==> src/hw/rtl/csum_pkg.sv <==
// shared types, constants and the ones' complement adder for the checksum block
// no dependencies
package csum_pkg;

    localparam int DATA_W     = 8;
    localparam int SUM_W      = 16;
    localparam int COUNT_W    = 17;
    localparam int CFG_ADDR_W = 2;
    localparam int CFG_DATA_W = 32;
    localparam int PROTO_W    = 8;

    // configuration register indexes
    localparam logic [CFG_ADDR_W-1:0] REG_PSEUDO_MODE = 2'd0;
    localparam logic [CFG_ADDR_W-1:0] REG_SRC_ADDR    = 2'd1;
    localparam logic [CFG_ADDR_W-1:0] REG_DST_ADDR    = 2'd2;
    localparam logic [CFG_ADDR_W-1:0] REG_PROTO       = 2'd3;

    typedef struct packed {
        logic                  pseudo_mode;
        logic [CFG_DATA_W-1:0] source_address;
        logic [CFG_DATA_W-1:0] dest_address;
        logic [PROTO_W-1:0]    proto_number;
    } cfg_t;

    // message summary handed from the accumulator to the finishing stage
    typedef struct packed {
        logic [SUM_W-1:0]   sum;
        logic [COUNT_W-1:0] count;
    } msg_end_t;

    function automatic logic [SUM_W-1:0] oc_add(input logic [SUM_W-1:0] a,
                                                input logic [SUM_W-1:0] b);
        logic [SUM_W:0] s;
        logic [SUM_W:0] f;
        s = {1'b0, a} + {1'b0, b};
        f = {1'b0, s[SUM_W-1:0]} + {{SUM_W{1'b0}}, s[SUM_W]};
        return f[SUM_W-1:0];
    endfunction

endpackage

==> src/hw/rtl/csum_accum.sv <==
// byte input register and running ones' complement accumulator
// depends on csum_pkg
module csum_accum (
    input  logic                      aclk,
    input  logic                      aresetn,
    input  logic                      in_valid,
    output logic                      in_ready,
    input  logic [csum_pkg::DATA_W-1:0] in_byte,
    input  logic                      in_last,
    output logic                      end_valid,
    input  logic                      end_ready,
    output csum_pkg::msg_end_t        end_word
);
    import csum_pkg::*;

    localparam logic [COUNT_W-1:0] COUNT_ONE = COUNT_W'(1);

    logic                byte_valid_reg;
    logic [DATA_W-1:0]   byte_data_reg;
    logic                byte_last_reg;

    logic [SUM_W-1:0]    running_sum_reg;
    logic [SUM_W-1:0]    running_sum_next;
    logic [DATA_W-1:0]   pending_high_reg;
    logic [DATA_W-1:0]   pending_high_next;
    logic                odd_pending_reg;
    logic                odd_pending_next;
    logic [COUNT_W-1:0]  byte_count_reg;
    logic [COUNT_W-1:0]  byte_count_next;

    logic                end_valid_reg;
    msg_end_t            end_word_reg;

    logic                adv;
    logic                end_free;
    logic [SUM_W-1:0]    word;
    logic [SUM_W-1:0]    word_sum;
    logic [COUNT_W-1:0]  count_inc;

    assign end_free = !end_valid_reg || end_ready;
    assign adv      = byte_valid_reg && (!byte_last_reg || end_free);
    assign in_ready = !byte_valid_reg || adv;

    // a lone final byte is padded low
    assign word      = odd_pending_reg ? {pending_high_reg, byte_data_reg}
                                       : {byte_data_reg, {DATA_W{1'b0}}};
    assign word_sum  = oc_add(running_sum_reg, word);
    // saturates at 65536
    assign count_inc = byte_count_reg[COUNT_W-1] ? byte_count_reg
                                                 : byte_count_reg + COUNT_ONE;

    always_comb begin
        running_sum_next  = running_sum_reg;
        pending_high_next = pending_high_reg;
        odd_pending_next  = odd_pending_reg;
        byte_count_next   = byte_count_reg;
        if (adv) begin
            if (byte_last_reg) begin
                running_sum_next  = '0;
                pending_high_next = '0;
                odd_pending_next  = 1'b0;
                byte_count_next   = '0;
            end else begin
                byte_count_next = count_inc;
                if (odd_pending_reg) begin
                    running_sum_next  = word_sum;
                    pending_high_next = '0;
                    odd_pending_next  = 1'b0;
                end else begin
                    pending_high_next = byte_data_reg;
                    odd_pending_next  = 1'b1;
                end
            end
        end
    end

    always_ff @(posedge aclk) begin
        if (!aresetn) begin
            byte_valid_reg   <= 1'b0;
            running_sum_reg  <= '0;
            pending_high_reg <= '0;
            odd_pending_reg  <= 1'b0;
            byte_count_reg   <= '0;
            end_valid_reg    <= 1'b0;
        end else begin
            if (in_ready) begin
                byte_valid_reg <= in_valid;
            end
            running_sum_reg  <= running_sum_next;
            pending_high_reg <= pending_high_next;
            odd_pending_reg  <= odd_pending_next;
            byte_count_reg   <= byte_count_next;
            if (end_free) begin
                end_valid_reg <= adv && byte_last_reg;
            end
        end
    end

    always_ff @(posedge aclk) begin
        if (in_ready && in_valid) begin
            byte_data_reg <= in_byte;
            byte_last_reg <= in_last;
        end
        if (adv && byte_last_reg) begin
            end_word_reg.sum   <= word_sum;
            end_word_reg.count <= count_inc;
        end
    end

    assign end_valid = end_valid_reg;
    assign end_word  = end_word_reg;

endmodule

==> src/hw/rtl/csum_final.sv <==
// pseudo header addition, length check, complement and result register
// depends on csum_pkg
module csum_final (
    input  logic                          aclk,
    input  logic                          aresetn,
    input  csum_pkg::cfg_t                cfg,
    input  logic                          end_valid,
    output logic                          end_ready,
    input  csum_pkg::msg_end_t            end_word,
    output logic                          out_valid,
    input  logic                          out_ready,
    output logic [csum_pkg::SUM_W-1:0]    out_checksum,
    output logic                          out_length_error
);
    import csum_pkg::*;

    localparam int WIDE_W = SUM_W + 3;

    logic               out_valid_reg;
    logic [SUM_W-1:0]   checksum_reg;
    logic [SUM_W-1:0]   checksum_next;
    logic               length_error_reg;
    logic               length_error_next;

    logic [WIDE_W-1:0]  wide_sum;
    logic [SUM_W:0]     fold1;
    logic [SUM_W:0]     fold2;

    // seven 16-bit terms, then two end-around folds
    always_comb begin
        wide_sum = WIDE_W'(end_word.sum)
                 + WIDE_W'(cfg.source_address[CFG_DATA_W-1:SUM_W])
                 + WIDE_W'(cfg.source_address[SUM_W-1:0])
                 + WIDE_W'(cfg.dest_address[CFG_DATA_W-1:SUM_W])
                 + WIDE_W'(cfg.dest_address[SUM_W-1:0])
                 + WIDE_W'(cfg.proto_number)
                 + WIDE_W'(end_word.count[SUM_W-1:0]);
        fold1 = {1'b0, wide_sum[SUM_W-1:0]} + (SUM_W+1)'(wide_sum[WIDE_W-1:SUM_W]);
        fold2 = {1'b0, fold1[SUM_W-1:0]} + (SUM_W+1)'(fold1[SUM_W]);
    end

    always_comb begin
        length_error_next = 1'b0;
        if (cfg.pseudo_mode) begin
            if (end_word.count[COUNT_W-1]) begin
                checksum_next     = '0;
                length_error_next = 1'b1;
            end else begin
                checksum_next = ~fold2[SUM_W-1:0];
            end
        end else begin
            checksum_next = ~end_word.sum;
        end
    end

    assign end_ready = !out_valid_reg || out_ready;

    always_ff @(posedge aclk) begin
        if (!aresetn) begin
            out_valid_reg <= 1'b0;
        end else if (end_ready) begin
            out_valid_reg <= end_valid;
        end
    end

    always_ff @(posedge aclk) begin
        if (end_ready && end_valid) begin
            checksum_reg     <= checksum_next;
            length_error_reg <= length_error_next;
        end
    end

    assign out_valid        = out_valid_reg;
    assign out_checksum     = checksum_reg;
    assign out_length_error = length_error_reg;

endmodule

==> src/hw/rtl/internet_checksum_pseudo_header.sv <==
// streaming internet checksum with optional ipv4 pseudo header, top level
// depends on csum_pkg, csum_accum, csum_final
//
//  channel | direction | payload
//  s_      | in        | tdata[7:0] byte of message, tlast marks final byte
//  m_      | out       | tdata[15:0] checksum, tuser[0] length error
//  cfg_    | in        | cfg_index selects register, cfg_wdata value, cfg_we strobe
//
// one byte per cycle unless stalled; the byte adder in csum_accum is the per-byte loop
// a result passes the input, message end and result registers on its way to m_
// aresetn clears the stream state and all configuration registers
// a held result stalls s_ only once a last byte waits behind full end and output regs
module internet_checksum_pseudo_header (
    input  logic                              aclk,
    input  logic                              aresetn,
    input  logic                              s_tvalid,
    output logic                              s_tready,
    input  logic [7:0]                        s_tdata,   // [7:0] data_byte
    input  logic                              s_tlast,
    output logic                              m_tvalid,
    input  logic                              m_tready,
    output logic [15:0]                       m_tdata,   // [15:0] checksum
    output logic [0:0]                        m_tuser,   // [0] length_error
    input  logic                              cfg_we,
    input  logic [csum_pkg::CFG_ADDR_W-1:0]   cfg_index,
    input  logic [csum_pkg::CFG_DATA_W-1:0]   cfg_wdata
);
    import csum_pkg::*;

    cfg_t     cfg_reg;
    logic     end_valid;
    logic     end_ready;
    msg_end_t end_word;
    logic     length_error;

    always_ff @(posedge aclk) begin
        if (!aresetn) begin
            cfg_reg <= '0;
        end else if (cfg_we) begin
            unique case (cfg_index)
                REG_PSEUDO_MODE: cfg_reg.pseudo_mode    <= cfg_wdata[0];
                REG_SRC_ADDR:    cfg_reg.source_address <= cfg_wdata;
                REG_DST_ADDR:    cfg_reg.dest_address   <= cfg_wdata;
                REG_PROTO:       cfg_reg.proto_number   <= cfg_wdata[PROTO_W-1:0];
                default:         cfg_reg <= cfg_reg;
            endcase
        end
    end

    csum_accum u_accum (
        .aclk      (aclk),
        .aresetn   (aresetn),
        .in_valid  (s_tvalid),
        .in_ready  (s_tready),
        .in_byte   (s_tdata),
        .in_last   (s_tlast),
        .end_valid (end_valid),
        .end_ready (end_ready),
        .end_word  (end_word)
    );

    csum_final u_final (
        .aclk             (aclk),
        .aresetn          (aresetn),
        .cfg              (cfg_reg),
        .end_valid        (end_valid),
        .end_ready        (end_ready),
        .end_word         (end_word),
        .out_valid        (m_tvalid),
        .out_ready        (m_tready),
        .out_checksum     (m_tdata),
        .out_length_error (length_error)
    );

    assign m_tuser = length_error;

endmodule

==> config.mk <==
export PLATFORM = sky130hd
export DESIGN_NAME = internet_checksum_pseudo_header
export DESIGN_NICKNAME = d
export VERILOG_FILES = /design/src/hw/rtl/csum_pkg.sv /design/src/hw/rtl/csum_accum.sv /design/src/hw/rtl/csum_final.sv /design/src/hw/rtl/internet_checksum_pseudo_header.sv
export SDC_FILE = /design/constraint.sdc
export NUM_CORES = 1
export LEC_CHECK = 0
export BUFFER_PORTS_ARGS = -buffer_cell sky130_fd_sc_hd__buf_4
export CORE_MARGIN = 2
export CORE_UTILIZATION = 40
export CTS_CLUSTER_DIAMETER = 30
export DETAILED_ROUTE_END_ITERATION = 16
export GPL_TIMING_DRIVEN = 0
export PLACE_DENSITY_LB_ADDON = 0.05
export SYNTH_ARGS = -nofsm -noshare
export SYNTH_HDL_FRONTEND = slang
export SYNTH_SLANG_ARGS = --single-unit
==> constraint.sdc <==
create_clock -name aclk -period 9.25 [get_ports aclk]
set_input_delay 1.3875 -clock aclk [delete_from_list [all_inputs] [get_ports aclk]]
set_output_delay 1.3875 -clock aclk [all_outputs]
set_load 0.01 [all_outputs]
* After elaboration in Yosys (flattened, before gate mapping)
Index checks and enable logic that the tools add are counted. W data, S select, Z words.
Word-level totals: bits of input ports 48, memories 0, output and inout bits 19, RAM bits 0, latch bits 0, logic and storage cells 64, register bits after elaboration 177, memory bits (read-only) 0
Operators by class: mux-type cells 12, equal/unequal tests 3, magnitude comparators 0, add/subtract/negate cells 11, bitwise operators 2, reduce and logical (&&, ||, !) cells 19, multipliers 0, divide/modulo/power cells 0, shifts and indexed selects 0
Operators by type and width (number):
- $mux W16 | 5
- $add A19 B16 Y19 | 4
- $add A16 B16 Y17 | 2
- $mux W17 | 2
- $add A16 B1 Y16 | 2
- $not A16 Y16 | 2
- $add A19 B8 Y19 | 1
- $add A16 B3 Y17 | 1
- $add A17 B1 Y17 const B | 1
- $mux W8 | 2
- $reduce_and A2 Y1 | 5
- $eq A2 B2 Y1 const B | 2
- $logic_and A1 B1 Y1 | 4
- $logic_not A1 Y1 | 4
- $logic_or A1 B1 Y1 | 4
- $mux W1 | 3
- $eq A2 B1 Y1 const B | 1
- $logic_not A2 Y1 | 1
- $reduce_bool A2 Y1 | 1

* Longest topological paths before layout
Gate-level depths: netlist of the first run.
depth in word-level cells 11, depth in mapped cells 43, depth with buffers taken out 42

* Cells and area by module
A second synthesis of the first run with hierarchy kept.
Second synthesis, totals: cell total of the unflattened synthesis 1178, area total of the unflattened synthesis 11685.0 um^2
By module, submodules not included:
- csum_accum | area an instance 4621.9 um^2, cells an instance 431, instances 1
- csum_final | area an instance 4306.6 um^2, cells an instance 472, instances 1
- internet_checksum_pseudo_header | area an instance 2756.4 um^2, cells an instance 275, instances 1

* Worst setup path before layout of the first run
Ideal clock, no wire load.
path kind reg2reg, start point register u_accum.end_word_reg (netlist bit u_accum.end_word[17]), end point register u_final.checksum_reg[13] (netlist: u_final.out_checksum[13]) (data pin), setup slack 0.698 ns, cell stages (with the launch flop) 44, path buffers 1, library setup time 0.255 ns, arrival time 8.297 ns, clock period less this slack 8.552 ns, required time 8.995 ns, path through edfxtp_1 > ha_1 > inv_1 > fa_1 > nor2b_1 > o21ai_0 > a21boi_0 > o21a_1 > nor2_1 > o21bai_1 > a311oi_1 > xnor2_1 > fa_1 > inv_1 > fa_1 > inv_1 > fa_1 > ha_1 > (+8 left out) > o21bai_1 > a21o_1 > ha_1 > a21o_1 > nand2_1 > nor2b_1 > nand3_1 > nor2_1 > nand2_1 > nor2_1 > ha_1 > nand3_1 > or3_1 > or4b_4 > nor4_2 > a21bo_2 > xnor2_1 > a31o_1
On the way: longest elaborated chain between the ends 11
RTL lines:
- start: declaration | line csum_accum.sv:32 | msg_end_t end_word_reg;
- $add A16 B16 Y17 | line csum_final.sv:32 | + WIDE_W'(cfg.source_address[CFG_DATA_W-1:SUM_W])
- $add A19 B16 Y19 | line csum_final.sv:33 | + WIDE_W'(cfg.source_address[SUM_W-1:0])
- $add A19 B16 Y19 | line csum_final.sv:34 | + WIDE_W'(cfg.dest_address[CFG_DATA_W-1:SUM_W])
- $add A19 B16 Y19 | line csum_final.sv:35 | + WIDE_W'(cfg.dest_address[SUM_W-1:0])
- $add A19 B8 Y19 | line csum_final.sv:36 | + WIDE_W'(cfg.proto_number)
- $add A19 B16 Y19 | line csum_final.sv:37 | + WIDE_W'(end_word.count[SUM_W-1:0]);
- $add A16 B3 Y17 | line csum_final.sv:38 | fold1 = {1'b0, wide_sum[SUM_W-1:0]} + (SUM_W+1)'(wide_sum[WIDE_W-1:SUM_W]);
- $add A16 B1 Y16 | line csum_final.sv:39 | fold2 = {1'b0, fold1[SUM_W-1:0]} + (SUM_W+1)'(fold1[SUM_W]);
- $not A16 Y16 | line csum_final.sv:49 | checksum_next = ~fold2[SUM_W-1:0];
- $mux W16 | line csum_final.sv:45 | if (end_word.count[COUNT_W-1]) begin
- $mux W16 | line csum_final.sv:44 | if (cfg.pseudo_mode) begin
- via u_final.checksum_next[13] | line csum_final.sv:21 | logic [SUM_W-1:0] checksum_next;
- end signal: assignment | line csum_final.sv:68 | checksum_reg <= checksum_next;
- end: declaration | line csum_final.sv:20 | logic [SUM_W-1:0] checksum_reg;
The timed path passes the listed nets, and every way through them passes these cells. A chain may end at the register's enable or synchronous reset.

* Worst setup path after layout of the first run
Ends and elaborated chain as after synthesis.

==> results of run 1 <==
stage by stage:
stage | hold slack [ns] | TNS [ns] | instances | worst slack [ns]
4_1_cts | 0.471 | 0 | 1720 | 0.00646
3_3_place_gp | 0.455 | -3.63 | 1677 | -0.759
6_report | 0.467 | 0 | 1735 | 0.191
3_5_place_dp | 0.460 | -3.73 | 1679 | -0.775
2_1_floorplan | 0.443 | 0 | 1228 | 0.698
5_1_grt | 0.500 | -0.764 | 1735 | -0.222
kinds of logic (layout without fill, tap and decap cells):
| group | after synthesis | count (layout) | synth area share [%] |
|---|---|---|---|
| fa+ha+maj | 125 | 125 | 17.4 |
| simple gates | 386 | 386 | 16.3 |
| flops | 177 | 177 | 35.9 |
| mux | 19 | 19 | 1.75 |
| buf+inv | 172 | 295 | 5.71 |
| compound gates | 258 | 258 | 16.0 |
| xor+xnor | 91 | 91 | 6.98 |
critical path, delay by kind of cell, from the launching register on:
family,cells,cell delay (ns)
adders and majority gates,8,2.89
DFF,1,0.43
AOI/OAI and AO/OA,14,2.29
and+or+nand+nor,14,2.46
xor gates and xnor gates,3,0.40
buffers and inverters,4,0.34
layout by cell type, fill, tap and decap left out, types with 12 or more instances in the layout:
cell | Yosys | layout
o22ai_1 | 14 | 13
nand2_1 | 174 | 173
inv_1 | 126 | 125
a21oi_1 | 37 | 30
nor2b_1 | 53 | 51
clkbuf_1 | 42 | 41
edfxtp_1 | 59 | 59
a21boi_0 | 71 | 70
nor3_1 | 13 | 12
and2_1 | 15 | 15
nor2_1 | 42 | 37
a22oi_1 | 34 | 34
clkbuf_16 | 0 | 17
a21o_1 | 14 | 14
xnor2_1 | 59 | 53
xor2_1 | 31 | 31
buf_4 | 1 | 90
nand3_1 | 30 | 26
fa_1 | 59 | 56
o21ai_0 | 21 | 20
ha_1 | 66 | 58
dfxtp_1 | 118 | 118
layer usage:
layer | wire length (um) | vias to the layer above
met5 | 0 | -
met4 | 542 | 0
met3 | 892 | 30
met2 | 15000 | 143
met1 | 14800 | 4129
li1 | - | 4400
timing repair:
action,4_1_cts,5_1_grt
gates resized for setup,32,34
setup endpoints to repair,8,7
buffers inserted,10,15
pin swaps,24,43
hold endpoints to repair,0,0
power groups by stage:
stage                     clock [W]  sequential [W]  combinational, W
after floorplan                   0        0.000854          0.000556
after global placement            0        0.000862          0.000731
after detailed placement          0        0.000862          0.000735
after CTS                  0.000750        0.000844          0.000770
after global routing       0.000778        0.000846          0.000900
final                      0.000734        0.000844          0.000817
final timing paths:
kind,startpoint,to,slack [ns],cells after the start
worst min-delay path,cfg_reg[10],cfg_reg[10],0.47,2
worst max register to register,u_accum.end_word[17],u_final.out_checksum[13],0.19,43
worst min register to register,cfg_reg[10],cfg_reg[10],0.47,2
worst max-delay path,u_accum.end_word[17],u_final.out_checksum[13],0.19,43
cell type report:
| cell class | instances | area share [%] |
|---|---|---|
| well taps | 384 | 3.52 |
| flip-flops and latches | 177 | 30.3 |
| inverters | 126 | 3.47 |
| repair buffers | 92 | 5.33 |
| clock inverters | 13 | 0.991 |
| clock buffers | 19 | 3.25 |
| multi-input cells | 879 | 51.7 |
| plain buffers | 45 | 1.41 |
==> run summary, run 1 <==
Slowest-stage cell, CP: fa_1
TritonCTS Buffers: 17
RSZ-0062 raised after global routing: true
Area Growth Syn to Fin: 18.2%
Reg area: 0.00413 sq mm
number of nets with antenna violations after routing: 0
H-tree depth: 4
relative slew slack: 45.9%
GR peak layer: met2
CTS Hold Bufs: 0
Initial Util: 40.4%
switching part of the total power: 35.6%
most common cell in the netlist: nand2_1
Die Y-Extent: 174 um
CTS Buffer Depth: 2
internal power: 0.00154 W
critical path peak fanout: 6
Worst-Margin Slew: 0.806 ns
met2 Use GR: 35.5%
number of antenna violations at the first check in global routing: 1
Max-cap violations: 0
via count: 8702
CP max stage delay: 0.60 ns
final setup fails: 0
status: finished clean
DR pass1 iterations: 5
crit end category: register
first-pass GRT wire length: 48.3 mm
Final Cycle Share: 97.9%
WP data required: 9.44 ns
Final Hold Viols: 0
ratio of cells with drive above 1 in the final layout: 15.8%
fillers: 2796
fin crit period: 9.06 ns
final slew viol count: 0
Synth Warn #: 0
CTS tree: yes
power per cell area: 176 mW/mm^2
Post-synth EDFFs: 59
synthesized area: 0.0115 sq mm
Final nets: 1511
ys flop type: dfxtp_1
Final Cell Area: 0.0136 sq mm
Max IR drop VDD: 128 uV
Tot GR Track Use: 21.0%
syn nets: 1401
area leader, netlist: dfxtp_1
clock network latency to the later pin of the worst-skew pair: 0.45 ns
Pleak: 5.50 nW
Area after DPL: 0.0126 sq mm
Seq/Total Area, Yosys: 35.9%
max FFs per register: 73
Worst-path clk slew: 0.09 ns
synthesized flop and latch total: 177
Top Ports: 67
Clock Sinks: 177
Setup CP Type: register to register
hold crit path type: register to register
Worst Path Arrival: 9.25 ns
Switch Pwr: 0.000852 W
skew final: 0.0151 ns
DIE WIDTH: 174 um
post-layout util: 47.8%
Final Wtd Congestion: 0.864
Post-DP HPWL: 24.9 mm
clock share of power: 30.6%
combinational power share: 34.1%
wire per inst: 18.0 um
# DRC: 0
most frequent cells after synthesis: nand2_1, inv_1, dfxtp_1
Pwr Total: 0.00239 W
core region area: 0.0285 sq mm
Netlist cell types: 72
Sequential Power Share: 35.2%
largest net degree at the start of global routing: 34
grt ovf: 0
cells after synthesis: 1228
met1 Resource Use GR: 28.4%
Row Count: 62
# diodes: 0
largest cells by area after synthesis: dfxtp_1, edfxtp_1, fa_1
clock root buffer: clkbuf_16
Critical Path Source Type: register
M3 GR Usage: 3.05%
Yosys top cell area share: 20.5%
routed vias/inst: 5.02
FMAX: 110 MHz
syn avg cell area: 9.39 sq um
number of global-route vias before repair: 8421
Initial DRC Count: 407
DIE AREA: 0.0302 sq mm
Port-buffer cells: 65
Multi-input gate area: 0.00705 sq mm
WL final: 31.3 mm
ys async rst share: 0%
Note: power is estimated with default switching activity, not from simulation.
==> inputs of run 2 (changes only) <==
CORE_UTILIZATION = 35   (was 40)
==> run summary, run 2 (same netlist as run 1, synthesis figures left out) <==
final hold slack: 0.467 ns (-0.000221 ns)
relative slew slack: 44.7% (-1.2 points)
Max-cap violations: 0 (unchanged)
routed vias/inst: 4.94 (-1.5%)
combinational power share: 34.0% (about the same)
Post-DP HPWL: 26.0 mm (+4.5%)
CTS Buffer Depth: 2 (unchanged)
grt ovf: 0 (unchanged)
Setup CP Type: register to register
internal power: 0.00158 W (+2.2%)
first-pass GRT wire length: 50.4 mm (+4.2%)
final setup fails: 0 (unchanged)
CTS tree: yes
Die Y-Extent: 186 um (+6.7%)
number of antenna violations at the first check in global routing: 2 (+1)
Initial Util: 35.5% (-4.9 points)
TritonCTS Buffers: 17 (unchanged)
Worst Path Arrival: 9.13 ns (-0.12 ns)
switching part of the total power: 34.9% (-0.71 points)
Final Cycle Share: 96.7% (-1.2 points)
commonest non-fill, non-tap cell in the layout: nand2_1
number of nets with antenna violations after routing: 0 (unchanged)
commonest non-fill, non-tap cells in the layout: nand2_1, inv_1, dfxtp_1
Worst-Margin Slew: 0.830 ns (+0.0235 ns)
final slew viol count: 0 (unchanged)
Row Count: 66 (+6.5%)
Final Wtd Congestion: 0.809 (-6.3%)
Port-buffer cells: 65 (unchanged)
skew final: 0.0123 ns (-0.00283 ns)
DIE AREA: 0.0344 sq mm (+14%)
largest net degree at the start of global routing: 33 (-2.9%)
CP max stage delay: 0.58 ns (-0.02 ns)
Pleak: 5.46 nW (-0.76%)
number of global-route vias before repair: 8690 (+3.2%)
wire per inst: 18.3 um (+1.8%)
Final Hold Viols: 0 (unchanged)
FMAX: 112 MHz (+1.3%)
max FFs per register: 73 (unchanged)
crit end category: register
hold crit path type: register to register
Tot GR Track Use: 19.9% (-1.2 points)
# DRC: 0 (unchanged)
ratio of cells with drive above 1 in the final layout: 15.6% (-0.14 points)
H-tree depth: 4 (unchanged)
Pwr Total: 0.00242 W (+1.1%)
Area Growth Syn to Fin: 18.8%
status: finished clean
DR pass1 iterations: 5 (unchanged)
clock root buffer: clkbuf_16
Final nets: 1504 (-0.46%)
Sequential Power Share: 34.9% (-0.3 points)
clock share of power: 31.1% (+0.5 points)
WL final: 32.8 mm (+4.8%)
Clock Sinks: 177 (unchanged)
power per cell area: 177 mW/mm^2 (+0.62%)
WP data required: 9.44 ns (about the same)
via count: 8823 (+1.4%)
Slowest-stage cell, CP: fa_2
DIE WIDTH: 186 um (+6.7%)
clock network latency to the later pin of the worst-skew pair: 0.44 ns (about the same)
core region area: 0.0325 sq mm (+14%)
fin crit period: 8.95 ns (-0.114 ns)
Initial DRC Count: 426 (+4.7%)
# diodes: 0 (unchanged)
Critical Path Source Type: register
critical path peak fanout: 8 (+2)
Switch Pwr: 0.000844 W (-0.97%)
Worst-path clk slew: 0.08 ns (about the same)
Max IR drop VDD: 135 uV (+5.3%)
Top Ports: 67 (unchanged)
run 2: cell count changes in the layout (fill, tap and decap cells not counted), sizes merged:
cell      change
bufinv        +2
inv           -3
clkinvlp      +2
clkinv        -1
buf           -7
run 2: area by class of cell:
class / count / area (sq um)
buffer: 45 / 196
clock buffer: 19 / 433
clock inverter: 13 / 149
fill: 3246 / 18800
inverter: 126 / 473
multi-input combinational: 879 / 7080
sequential: 177 / 4130
tap: 442 / 553
timing repair buffer: 85 / 671
run 2: worst paths after layout:
check | startpoint | endpoint | slack [ns] | depth (start not counted)
worst min-delay path | cfg_reg[10] | cfg_reg[10] | 0.47 | 2
worst max-delay path | u_accum.end_word[17] | u_final.out_checksum[13] | 0.30 | 43
worst max register to register | u_accum.end_word[17] | u_final.out_checksum[13] | 0.30 | 43
worst min register to register | cfg_reg[10] | cfg_reg[10] | 0.47 | 2
run 2: timing repair:
item | in CTS | in global routing
resized for setup | 38 | 39
pin swaps | 23 | 44
endpoints found under the hold margin | 0 | 0
hold buffers | 0 | 0
buffers inserted | 8 | 10
setup endpoints to repair | 8 | 7
run 2: per-layer routing:
layer / wire [um] / GRT usage, % / up-vias / share of wire [%]
met5: 0 / 0 / - / 0
met4: 569 / 4.95 / 0 / 1.7
met3: 818 / 2.64 / 27 / 2.5
met1: 15600 / 26.5 / 4295 / 47
met2: 15800 / 34.0 / 129 / 48
li1: - / - / 4372 / -
run 2: stage by stage:
| stage | std cells | cell area (sq um) | TNS [ns] | util, % | setup slack, ns |
|---|---|---|---|---|---|
| global route | 1786 | 13700 | -0.103 | 42.2 | -0.0374 |
| global placement | 1735 | 12600 | -3.54 | 38.7 | -0.766 |
| CTS | 1776 | 13400 | 0 | 41.4 | 0.0251 |
| finish | 1786 | 13700 | 0 | 42.2 | 0.305 |
| detailed placement | 1737 | 12600 | -3.62 | 38.9 | -0.743 |
| floorplan | 1228 | 11500 | 0 | - | 0.698 |
run 2: worst max-delay path, delay by kind of cell (launching register included):
family	cells	cell delay, ns
AND/OR/NAND/NOR	13	2.18
adder cells (fa/ha/maj)	9	3.11
flip-flops	1	0.42
AO/OA/AOI/OAI	14	2.24
buffers and inverters	4	0.26
XOR/XNOR	3	0.48
run 2: power by group through the flow:
stage / Combinational, W / Clock (W) / Sequential (W)
finish: 0.000823 / 0.000753 / 0.000844
global route: 0.000914 / 0.000801 / 0.000846
CTS: 0.000779 / 0.000769 / 0.000844
detailed placement: 0.000742 / 0 / 0.000862
global placement: 0.000736 / 0 / 0.000862
floorplan: 0.000556 / 0 / 0.000854
